<file path="src/sha256_stream_hasher_macros.svh">
// assertion macros for the sha256 stream hasher
`ifndef SHA256_STREAM_HASHER_MACROS_SVH
`define SHA256_STREAM_HASHER_MACROS_SVH

// property that must hold whenever reset is not asserted
`define SHS_ASSERT(label, prop, msg) \
  label: assert property (@(posedge clk_i) disable iff (!rst_ni) (prop)) else $error(msg);

// implication checked in the following cycle
`define SHS_ASSERT_NEXT(label, ante, cons, msg) \
  label: assert property (@(posedge clk_i) disable iff (!rst_ni) (ante) |=> (cons)) \
    else $error(msg);

`endif

</file>
<file path="src/shs_pkg.sv">
//------------------------------------------------------------------------------
// shs_pkg
// Shared types, constants and round functions of the sha256 stream hasher.
//------------------------------------------------------------------------------
`timescale 1ns / 1ps
`default_nettype none
package shs_pkg;

  localparam int unsigned QDepth = 4;

  // request passed from front to back
  typedef struct packed {
    logic [7:0] data_byte;
    logic       has_byte;
    logic       end_of_message;
  } shs_req_t;

  localparam logic [31:0] K_ROM [64] = '{
    32'h428a2f98, 32'h71374491, 32'hb5c0fbcf, 32'he9b5dba5,
    32'h3956c25b, 32'h59f111f1, 32'h923f82a4, 32'hab1c5ed5,
    32'hd807aa98, 32'h12835b01, 32'h243185be, 32'h550c7dc3,
    32'h72be5d74, 32'h80deb1fe, 32'h9bdc06a7, 32'hc19bf174,
    32'he49b69c1, 32'hefbe4786, 32'h0fc19dc6, 32'h240ca1cc,
    32'h2de92c6f, 32'h4a7484aa, 32'h5cb0a9dc, 32'h76f988da,
    32'h983e5152, 32'ha831c66d, 32'hb00327c8, 32'hbf597fc7,
    32'hc6e00bf3, 32'hd5a79147, 32'h06ca6351, 32'h14292967,
    32'h27b70a85, 32'h2e1b2138, 32'h4d2c6dfc, 32'h53380d13,
    32'h650a7354, 32'h766a0abb, 32'h81c2c92e, 32'h92722c85,
    32'ha2bfe8a1, 32'ha81a664b, 32'hc24b8b70, 32'hc76c51a3,
    32'hd192e819, 32'hd6990624, 32'hf40e3585, 32'h106aa070,
    32'h19a4c116, 32'h1e376c08, 32'h2748774c, 32'h34b0bcb5,
    32'h391c0cb3, 32'h4ed8aa4a, 32'h5b9cca4f, 32'h682e6ff3,
    32'h748f82ee, 32'h78a5636f, 32'h84c87814, 32'h8cc70208,
    32'h90befffa, 32'ha4506ceb, 32'hbef9a3f7, 32'hc67178f2
  };

  localparam logic [31:0] H_INIT [8] = '{
    32'h6a09e667, 32'hbb67ae85, 32'h3c6ef372, 32'ha54ff53a,
    32'h510e527f, 32'h9b05688c, 32'h1f83d9ab, 32'h5be0cd19
  };

  localparam logic [7:0] PAD_BYTE = 8'h80;
  localparam logic [5:0] LEN_POS = 6'd56;

  function automatic logic [31:0] rotr(input logic [31:0] x, input int unsigned n);
    rotr = (x >> n) | (x << (32 - n));
  endfunction

  function automatic logic [31:0] sig0(input logic [31:0] x);
    sig0 = rotr(x, 7) ^ rotr(x, 18) ^ (x >> 3);
  endfunction

  function automatic logic [31:0] sig1(input logic [31:0] x);
    sig1 = rotr(x, 17) ^ rotr(x, 19) ^ (x >> 10);
  endfunction

  function automatic logic [31:0] cap0(input logic [31:0] x);
    cap0 = rotr(x, 2) ^ rotr(x, 13) ^ rotr(x, 22);
  endfunction

  function automatic logic [31:0] cap1(input logic [31:0] x);
    cap1 = rotr(x, 6) ^ rotr(x, 11) ^ rotr(x, 25);
  endfunction

endpackage
`default_nettype wire

</file>
<file path="src/shs_queue.sv">
//------------------------------------------------------------------------------
// shs_queue
// Short request queue between the accepting front and the hashing back.
//------------------------------------------------------------------------------
`timescale 1ns / 1ps
`default_nettype none
module shs_queue (
  input  wire logic             clk_i,
  input  wire logic             rst_ni,
  input  wire logic             push_i,
  input  wire shs_pkg::shs_req_t push_req_i,
  output logic                  full_o,
  input  wire logic             pop_i,
  output logic                  empty_o,
  output shs_pkg::shs_req_t     pop_req_o
);
  import shs_pkg::*;
  `include "sha256_stream_hasher_macros.svh"

  localparam int unsigned PtrW = $clog2(QDepth);

  shs_req_t        mem_q [QDepth];
  logic [PtrW-1:0] wr_q, rd_q;
  logic [PtrW:0]   cnt_q;

  assign full_o    = (cnt_q == PtrW'(0) + (PtrW+1)'(QDepth));
  assign empty_o   = (cnt_q == '0);
  assign pop_req_o = mem_q[rd_q];

  // storage
  always_ff @(posedge clk_i) begin
    if (push_i && !full_o) mem_q[wr_q] <= push_req_i;
  end

  // pointers and count
  always_ff @(posedge clk_i or negedge rst_ni) begin
    if (!rst_ni) begin
      wr_q  <= '0;
      rd_q  <= '0;
      cnt_q <= '0;
    end else begin
      if (push_i && !full_o) wr_q <= wr_q + 1'b1;
      if (pop_i && !empty_o) rd_q <= rd_q + 1'b1;
      cnt_q <= cnt_q + (PtrW+1)'(push_i && !full_o) - (PtrW+1)'(pop_i && !empty_o);
    end
  end

  `SHS_ASSERT(a_cnt_range, cnt_q <= (PtrW+1)'(QDepth), "queue count overflow")
  `SHS_ASSERT_NEXT(a_push_cnt, push_i && !full_o && !(pop_i && !empty_o),
    cnt_q == $past(cnt_q) + 1'b1, "push did not raise count")
  `SHS_ASSERT_NEXT(a_pop_cnt, pop_i && !empty_o && !(push_i && !full_o),
    cnt_q == $past(cnt_q) - 1'b1, "pop did not lower count")

endmodule
`default_nettype wire

</file>
<file path="src/shs_core.sv">
//------------------------------------------------------------------------------
// shs_core
// Back part: block fill, padding, 64-round compression and digest output.
//------------------------------------------------------------------------------
`timescale 1ns / 1ps
`default_nettype none
module shs_core (
  input  wire logic              clk_i,
  input  wire logic              rst_ni,
  input  wire logic              req_valid_i,
  input  wire shs_pkg::shs_req_t req_i,
  output logic                   req_pop_o,
  output logic                   out_valid_o,
  input  wire logic              out_stall_i,
  output logic [31:0]            digest_word_o,
  output logic [2:0]             word_index_o,
  output logic                   last_word_o
);
  import shs_pkg::*;
  `include "sha256_stream_hasher_macros.svh"

  typedef enum logic [5:0] {
    ST_IDLE  = 6'b000001,
    ST_LOAD  = 6'b000010,
    ST_ROUND = 6'b000100,
    ST_FOLD  = 6'b001000,
    ST_PAD   = 6'b010000,
    ST_OUT   = 6'b100000
  } state_e;

  state_e          state_d, state_q;
  // block held as 16 big-endian words, byte lane 3 is the first byte
  logic [3:0][7:0] buf_q [16];
  logic [5:0]  fill_q, fill_d;
  logic [60:0] len_q, len_d;
  logic [31:0] h_q [8];
  logic [31:0] w_q [16];
  logic [31:0] r_q [8];
  logic [5:0]  rnd_q;
  logic [3:0]  ld_q;
  logic        final_q;   // current block is the last one of the message
  logic        padded_q;  // 0x80 already placed
  logic        eom_pend_q; // message ended with the byte that filled the block
  logic [2:0]  oidx_q;

  // buffer write port
  logic        bwe;
  logic [5:0]  baddr;
  logic [7:0]  bdata;
  logic [63:0] bit_len;

  // round datapath
  logic [31:0] wt, t1, t2, wnew;

  assign bit_len = {len_q, 3'b000};
  assign wnew = sig1(w_q[14]) + w_q[9] + sig0(w_q[1]) + w_q[0];
  assign wt   = w_q[0];
  assign t1   = r_q[7] + cap1(r_q[4]) + ((r_q[4] & r_q[5]) ^ (~r_q[4] & r_q[6]))
              + K_ROM[rnd_q] + wt;
  assign t2   = cap0(r_q[0]) + ((r_q[0] & r_q[1]) ^ (r_q[0] & r_q[2]) ^ (r_q[1] & r_q[2]));

  assign out_valid_o   = (state_q == ST_OUT);
  assign digest_word_o = h_q[oidx_q];
  assign word_index_o  = oidx_q;
  assign last_word_o   = (oidx_q == 3'd7);

  // control
  always_comb begin
    state_d   = state_q;
    fill_d    = fill_q;
    len_d     = len_q;
    req_pop_o = 1'b0;
    bwe       = 1'b0;
    baddr     = fill_q;
    bdata     = req_i.data_byte;
    case (state_q)
      ST_IDLE: begin
        if (req_valid_i) begin
          req_pop_o = 1'b1;
          if (req_i.has_byte) begin
            bwe    = 1'b1;
            fill_d = fill_q + 1'b1;
            len_d  = len_q + 1'b1;
            if (fill_q == 6'd63) state_d = ST_LOAD;
            else if (req_i.end_of_message) state_d = ST_PAD;
          end else if (req_i.end_of_message) begin
            state_d = ST_PAD;
          end
        end
      end
      ST_PAD: begin
        // one byte of padding per cycle
        bwe    = 1'b1;
        fill_d = fill_q + 1'b1;
        if (!padded_q) begin
          bdata = PAD_BYTE;
        end else if (fill_q >= LEN_POS && final_q) begin
          bdata = bit_len[6'(63 - 8*int'(fill_q - LEN_POS)) -: 8];
        end else begin
          bdata = 8'h00;
        end
        if (fill_q == 6'd63) state_d = ST_LOAD;
      end
      ST_LOAD:  if (ld_q == 4'd15) state_d = ST_ROUND;
      ST_ROUND: if (rnd_q == 6'd63) state_d = ST_FOLD;
      ST_FOLD: begin
        if (final_q)                       state_d = ST_OUT;
        else if (padded_q || eom_pend_q)   state_d = ST_PAD;
        else                               state_d = ST_IDLE;
      end
      ST_OUT: begin
        if (!out_stall_i && oidx_q == 3'd7) begin
          state_d = ST_IDLE;
          len_d   = '0;
        end
      end
      default: state_d = ST_IDLE;
    endcase
  end

  // block buffer
  always_ff @(posedge clk_i) begin
    if (bwe) buf_q[baddr[5:2]][2'd3 - baddr[1:0]] <= bdata;
  end

  // datapath registers
  always_ff @(posedge clk_i) begin
    if (state_q == ST_LOAD) begin
      for (int i = 0; i < 15; i++) w_q[i] <= w_q[i+1];
      w_q[15] <= buf_q[ld_q];
      for (int i = 0; i < 8; i++) r_q[i] <= h_q[i];
    end else if (state_q == ST_ROUND) begin
      for (int i = 0; i < 15; i++) w_q[i] <= w_q[i+1];
      w_q[15] <= wnew;
      r_q[7] <= r_q[6];
      r_q[6] <= r_q[5];
      r_q[5] <= r_q[4];
      r_q[4] <= r_q[3] + t1;
      r_q[3] <= r_q[2];
      r_q[2] <= r_q[1];
      r_q[1] <= r_q[0];
      r_q[0] <= t1 + t2;
    end
  end

  // control registers and chaining value
  always_ff @(posedge clk_i or negedge rst_ni) begin
    if (!rst_ni) begin
      state_q    <= ST_IDLE;
      fill_q     <= '0;
      len_q      <= '0;
      rnd_q      <= '0;
      ld_q       <= '0;
      final_q    <= 1'b0;
      padded_q   <= 1'b0;
      eom_pend_q <= 1'b0;
      oidx_q     <= '0;
      for (int i = 0; i < 8; i++) h_q[i] <= H_INIT[i];
    end else begin
      state_q <= state_d;
      fill_q  <= fill_d;
      len_q   <= len_d;
      if (state_q == ST_IDLE && req_valid_i && req_i.end_of_message) padded_q <= 1'b0;
      // end of message together with the 64th byte, pad after this block
      if (state_q == ST_IDLE && req_valid_i && req_i.has_byte && req_i.end_of_message &&
          fill_q == 6'd63) eom_pend_q <= 1'b1;
      if (state_q == ST_FOLD) eom_pend_q <= 1'b0;
      if (state_q == ST_PAD) begin
        if (!padded_q) begin
          padded_q <= 1'b1;
          // the length fits if the pad byte lands before the length field
          final_q  <= (fill_q < LEN_POS);
        end else if (fill_q == 6'd63) begin
          final_q  <= final_q;
        end
      end
      if (state_q == ST_FOLD && padded_q && !final_q) final_q <= 1'b1;
      ld_q  <= (state_q == ST_LOAD) ? ld_q + 1'b1 : '0;
      rnd_q <= (state_q == ST_ROUND) ? rnd_q + 1'b1 : '0;
      if (state_q == ST_FOLD) begin
        for (int i = 0; i < 8; i++) h_q[i] <= h_q[i] + r_q[i];
      end
      if (state_q == ST_OUT && !out_stall_i) begin
        oidx_q <= oidx_q + 1'b1;
        if (oidx_q == 3'd7) begin
          for (int i = 0; i < 8; i++) h_q[i] <= H_INIT[i];
          final_q  <= 1'b0;
          padded_q <= 1'b0;
        end
      end
    end
  end

  // the pop and the output never coincide
  `SHS_ASSERT(a_pop_idle, !req_pop_o || state_q == ST_IDLE, "pop outside idle")
  `SHS_ASSERT_NEXT(a_out_hold, out_valid_o && out_stall_i,
    out_valid_o && word_index_o == $past(word_index_o), "stalled output changed")
  `SHS_ASSERT_NEXT(a_fold_after_rounds, state_q == ST_ROUND && rnd_q == 6'd63,
    state_q == ST_FOLD, "rounds did not end in fold")

endmodule
`default_nettype wire

</file>
<file path="src/sha256_stream_hasher.sv">
// SHA-256 over a byte stream. Each request carries at most one byte and may end the message;
// the eight digest words follow the end, word 7 flagged. Requests enter a four-entry queue and
// are held off while it is full. The back end takes one byte per cycle while idle; each full
// 64-byte block then takes 16 word loads, 64 rounds and one fold, all on the one shared
// round unit. Padding writes one byte per cycle up to the block end, so a message ends with
// up to 72 padding bytes, one or two blocks and the eight output words.
//------------------------------------------------------------------------------
// sha256_stream_hasher
// Top level: request queue in front of the hashing back end.
//------------------------------------------------------------------------------
`timescale 1ns / 1ps
`default_nettype none
module sha256_stream_hasher (
  input  wire logic        clk_i,
  input  wire logic        rst_ni,
  input  wire logic        in_valid_i,
  output logic             in_stall_o,
  input  wire logic [7:0]  data_byte_i,
  input  wire logic        has_byte_i,
  input  wire logic        end_of_message_i,
  output logic             out_valid_o,
  input  wire logic        out_stall_i,
  output logic [31:0]      digest_word_o,
  output logic [2:0]       word_index_o,
  output logic             last_word_o
);
  import shs_pkg::*;

  shs_req_t in_req, q_req;
  logic     q_full, q_empty, q_pop;

  assign in_req = '{data_byte: data_byte_i, has_byte: has_byte_i,
                    end_of_message: end_of_message_i};
  assign in_stall_o = q_full;

  // front: request queue
  shs_queue u_queue (
    .clk_i, .rst_ni,
    .push_i(in_valid_i), .push_req_i(in_req), .full_o(q_full),
    .pop_i(q_pop), .empty_o(q_empty), .pop_req_o(q_req)
  );

  // back: hashing
  shs_core u_core (
    .clk_i, .rst_ni,
    .req_valid_i(!q_empty), .req_i(q_req), .req_pop_o(q_pop),
    .out_valid_o, .out_stall_i, .digest_word_o, .word_index_o, .last_word_o
  );

endmodule
`default_nettype wire
</file>
<file path="config.mk">
export PLATFORM = sky130hd
export DESIGN_NAME = sha256_stream_hasher
export DESIGN_NICKNAME = d
export VERILOG_FILES = /design/src/shs_pkg.sv /design/src/shs_queue.sv /design/src/shs_core.sv /design/src/sha256_stream_hasher.sv
export VERILOG_INCLUDE_DIRS = /design/src /design/src/src
export SDC_FILE = /design/constraint.sdc
export NUM_CORES = 2
export LEC_CHECK = 0
export BUFFER_PORTS_ARGS = -buffer_cell sky130_fd_sc_hd__buf_2
export CELL_PAD_IN_SITES_DETAIL_PLACEMENT = 1
export CELL_PAD_IN_SITES_GLOBAL_PLACEMENT = 2
export CORE_UTILIZATION = 47
export CTS_BUF_LIST = sky130_fd_sc_hd__clkbuf_8
export DETAILED_ROUTE_END_ITERATION = 10
export GPL_TIMING_DRIVEN = 0
export MAX_ROUTING_LAYER = met4
export PLACE_DENSITY = 0.94
export SLEW_MARGIN = 10
export SYNTH_ARGS = -nofsm -noshare
export SYNTH_HDL_FRONTEND = slang
export SYNTH_SLANG_ARGS = --single-unit
</file>
<file path="constraint.sdc">
create_clock -name clk_i -period 21.7 [get_ports clk_i]
set_input_delay 4.34 -clock clk_i [delete_from_list [all_inputs] [get_ports clk_i]]
set_output_delay 4.34 -clock clk_i [all_outputs]
set_load 0.01 [all_outputs]
</file>
==> reports/qor.csv <==
metric;value;unit
Crit Path Max Fanout;14;
total track usage;0.390;
drt wl/cell;34.4;um
final count of pins violating max slew;0;
Worst slew margin;0.0264;
area share of the leading cell type in the synthesized netlist;0.439;
clk buf depth;4;
Resize count post-CTS;0;
clk slew on worst S/H paths;0.06;ns
Synth Warn #;0;
Stages on worst setup path;33;
Synth-to-Final Area Change;10.8;%
CTS tree;done;
Worst Setup EP;u_core.r_q[0][30];
most common cell in the netlist;edfxtp_1;
post-layout util;0.525;
final RePlAce weighted congestion;1.01;
Least-Margin Pin Slew;1.46;ns
Die Wd;440;um
post-synth net total;8175;
CP peak stage delay;0.96;ns
Port Buffers;51;
largest cells by area after synthesis;edfxtp_1 (44%), mux4_2 (5.7%), ha_1 (5.7%);
initial antenna violation count;25;
Max Fclk;76.7;MHz
first-pass GRT wire length;519;mm
critical path endpoint category;flip-flop;
Pre-antenna DRT Iters;8;
CP arrival;13.88;ns
post-DP HPWL;274;mm
WHS;0.355;ns
CP max stage cell;a2111oi_1;
synth unique cells;87;
vias in the first global route;69539;
Reg-to-Reg Start;u_core.rnd_q[1];
core area;191000;um^2
Post-CTS Setup Inserts;0;
Final ANT Viol Nets;0;
hold-fix buffer count after cts;0;
number of synthesized flops with an enable pin;1320;
Critical Path Start;u_core.rnd_q[1];
Num Clock Sinks;1640;
Synth Register Bits;1640;
Cells after Synth;7557;
Die ar.;194000;um^2
drt drc;0;
register area share after synthesis;0.529;
Via Count;68873;
Starting Density;0.474;
Hold Vio Cnt, Final;0;
most frequent cells after synthesis;edfxtp_1 (1,320), nand2_1 (1,150), a21oi_1 (516);
most common flop cell mapped by yosys;edfxtp_1;
critical path class;reg2reg;
r2r worst-path depth;33;
largest net degree at the start of global routing;89;
DRT iter0 DRCs;8947;
cell mode on critical path;fa_1;
setup TNS;0;ns
Routed WL;368;mm
Max-Cap Viols;0;
unrepaired setup endpoints after global routing;false;
TritonCTS Buffers;303;
Die Y;440;um
Post-Syn Area;90300;um^2
Via density;6.44;
status;completed;
root buffer cell;clkbuf_8;
crit path buf inv count;5;
Hold Crit Class;reg2reg;
layout cells sized above 1;0.115;
Ports;52;
delay-heaviest family, CP;compound AO/OA/AOI/OAI gates;
Worst Setup Start Kind;flip-flop;
R2R Setup Slk;8.66;ns
CP required;22.54;ns
Final nets;8568;
design area;100000;um^2
clk_skew;0.115;ns
Critical R2R Capture;u_core.r_q[0][30];
H-tree depth;5;
grt ovf;0;
Post-synth ARST share;0.195;
FP Rows;160;
Final period util;0.601;
syn avg cell area;12.0;um^2
clk_lat worst skew;1.11;ns
min Tclk post-route;13.04;ns
Yosys top cell by area;edfxtp_1;
final setup vio count;0;
Post-DP Area;94700;um^2
-- cell families (layout without fill, tap and decap cells) --
| logic type | count (synthesis) | after routing | synth area share |
|---|---|---|---|
| AO/OA/AOI/OAI | 1642 | 1642 | 0.114 |
| XOR/XNOR | 592 | 592 | 0.0576 |
| adder cells (fa/ha/maj) | 629 | 629 | 0.103 |
| buffers and inverters | 667 | 1276 | 0.0278 |
| flip-flops | 1640 | 1640 | 0.529 |
| multiplexers | 335 | 335 | 0.0693 |
| other | 0 | 18 | 0 |
| AND/OR/NAND/NOR | 2052 | 2052 | 0.0992 |
-- per-layer routing --
| layer | GRT usage | vias up | routed length [um] |
|---|---|---|---|
| li1 | - | 28419 | - |
| met1 | 0.525 | 35391 | 151000 |
| met2 | 0.563 | 4085 | 162000 |
| met3 | 0.0856 | 978 | 36200 |
| met4 | 0.178 | 0 | 19200 |
| met5 | - | - | 0 |
-- state kept, by name, summed over array words and instances (netlist names), 2 cells and up --
| signal | cells |
|---|---|
| u_queue.cnt_q | 3 |
| u_queue.rd_q | 2 |
| u_core.state_q | 6 |
| u_queue.mem_q | 40 |
| u_core.baddr | 6 |
| u_core.r_q | 256 |
| u_core.ld_q | 4 |
| u_queue.wr_q | 2 |
| u_core.h_q | 256 |
| u_core.rnd_q | 6 |
| u_core.len_q | 29 |
| u_core.w_q | 512 |
| u_core.buf_q | 512 |
| u_core.word_index_o | 3 |
-- final cells by class --
| type | count | area [um^2] |
|---|---|---|
| Tap cell | 2511 | 3140 |
| Multi-Input combinational cell | 5250 | 40100 |
| Fill cell | 19755 | 90500 |
| Clock inverter | 200 | 873 |
| Sequential cell | 1640 | 47800 |
| Antenna cell | 18 | 45.0 |
| Timing Repair Buffer | 88 | 1120 |
| Inverter | 304 | 1140 |
| Clock buffer | 321 | 4420 |
| Buffer | 363 | 1410 |
-- how the worst min path moves through the flow --
stage	startpoint	endpoint	slack [ns]	cells past startpoint
after floorplan	u_core.w_q[0][132]	u_core.w_q[0][100]	0.40	0
after global placement	u_core.w_q[1][71]	u_core.w_q[1][39]	0.40	0
after detailed placement	u_core.w_q[1][96]	u_core.w_q[1][64]	0.41	0
after CTS	u_core.w_q[1][253]	u_core.w_q[1][221]	0.34	0
after global routing	u_core.w_q[1][137]	u_core.w_q[1][105]	0.35	0
final	u_core.w_q[1][253]	u_core.w_q[1][221]	0.35	0
-- through the flow --
step	std cells	setup slack (ns)
after floorplan	7557	2.87
after global placement	10119	-5.45
after detailed placement	10156	8.86
after CTS	10677	8.76
after global routing	10692	8.28
final	10695	8.66
-- cell usage in the layout, fill, tap and decap left out, types with 22 or more instances in the layout --
cell type / n
a211oi_1: 53
a21o_1: 183
a21oi_1: 515
a31oi_1: 41
and2_1: 22
and3_1: 50
buf_1: 29
buf_2: 55
clkbuf_1: 296
clkbuf_2: 33
clkbuf_8: 321
clkinv_1: 52
clkinv_2: 29
dfrtp_1: 183
dfstp_2: 137
edfxtp_1: 1320
fa_1: 196
ha_1: 408
inv_1: 412
maj3_1: 25
mux2_2: 40
mux2i_1: 66
mux4_2: 228
nand2_1: 1149
nand2b_1: 72
nand3_1: 94
nand4_1: 35
nor2_1: 371
nor2b_1: 55
nor3_1: 73
nor3b_1: 23
o211ai_1: 115
o21a_1: 59
o21ai_0: 367
o21bai_1: 53
o31ai_1: 39
or3_1: 27
xnor2_1: 411
xor2_1: 180
Power is left out: the tool's default activity adds up to more than one toggle a clock period on the data nets, which glitch-free logic cannot reach.
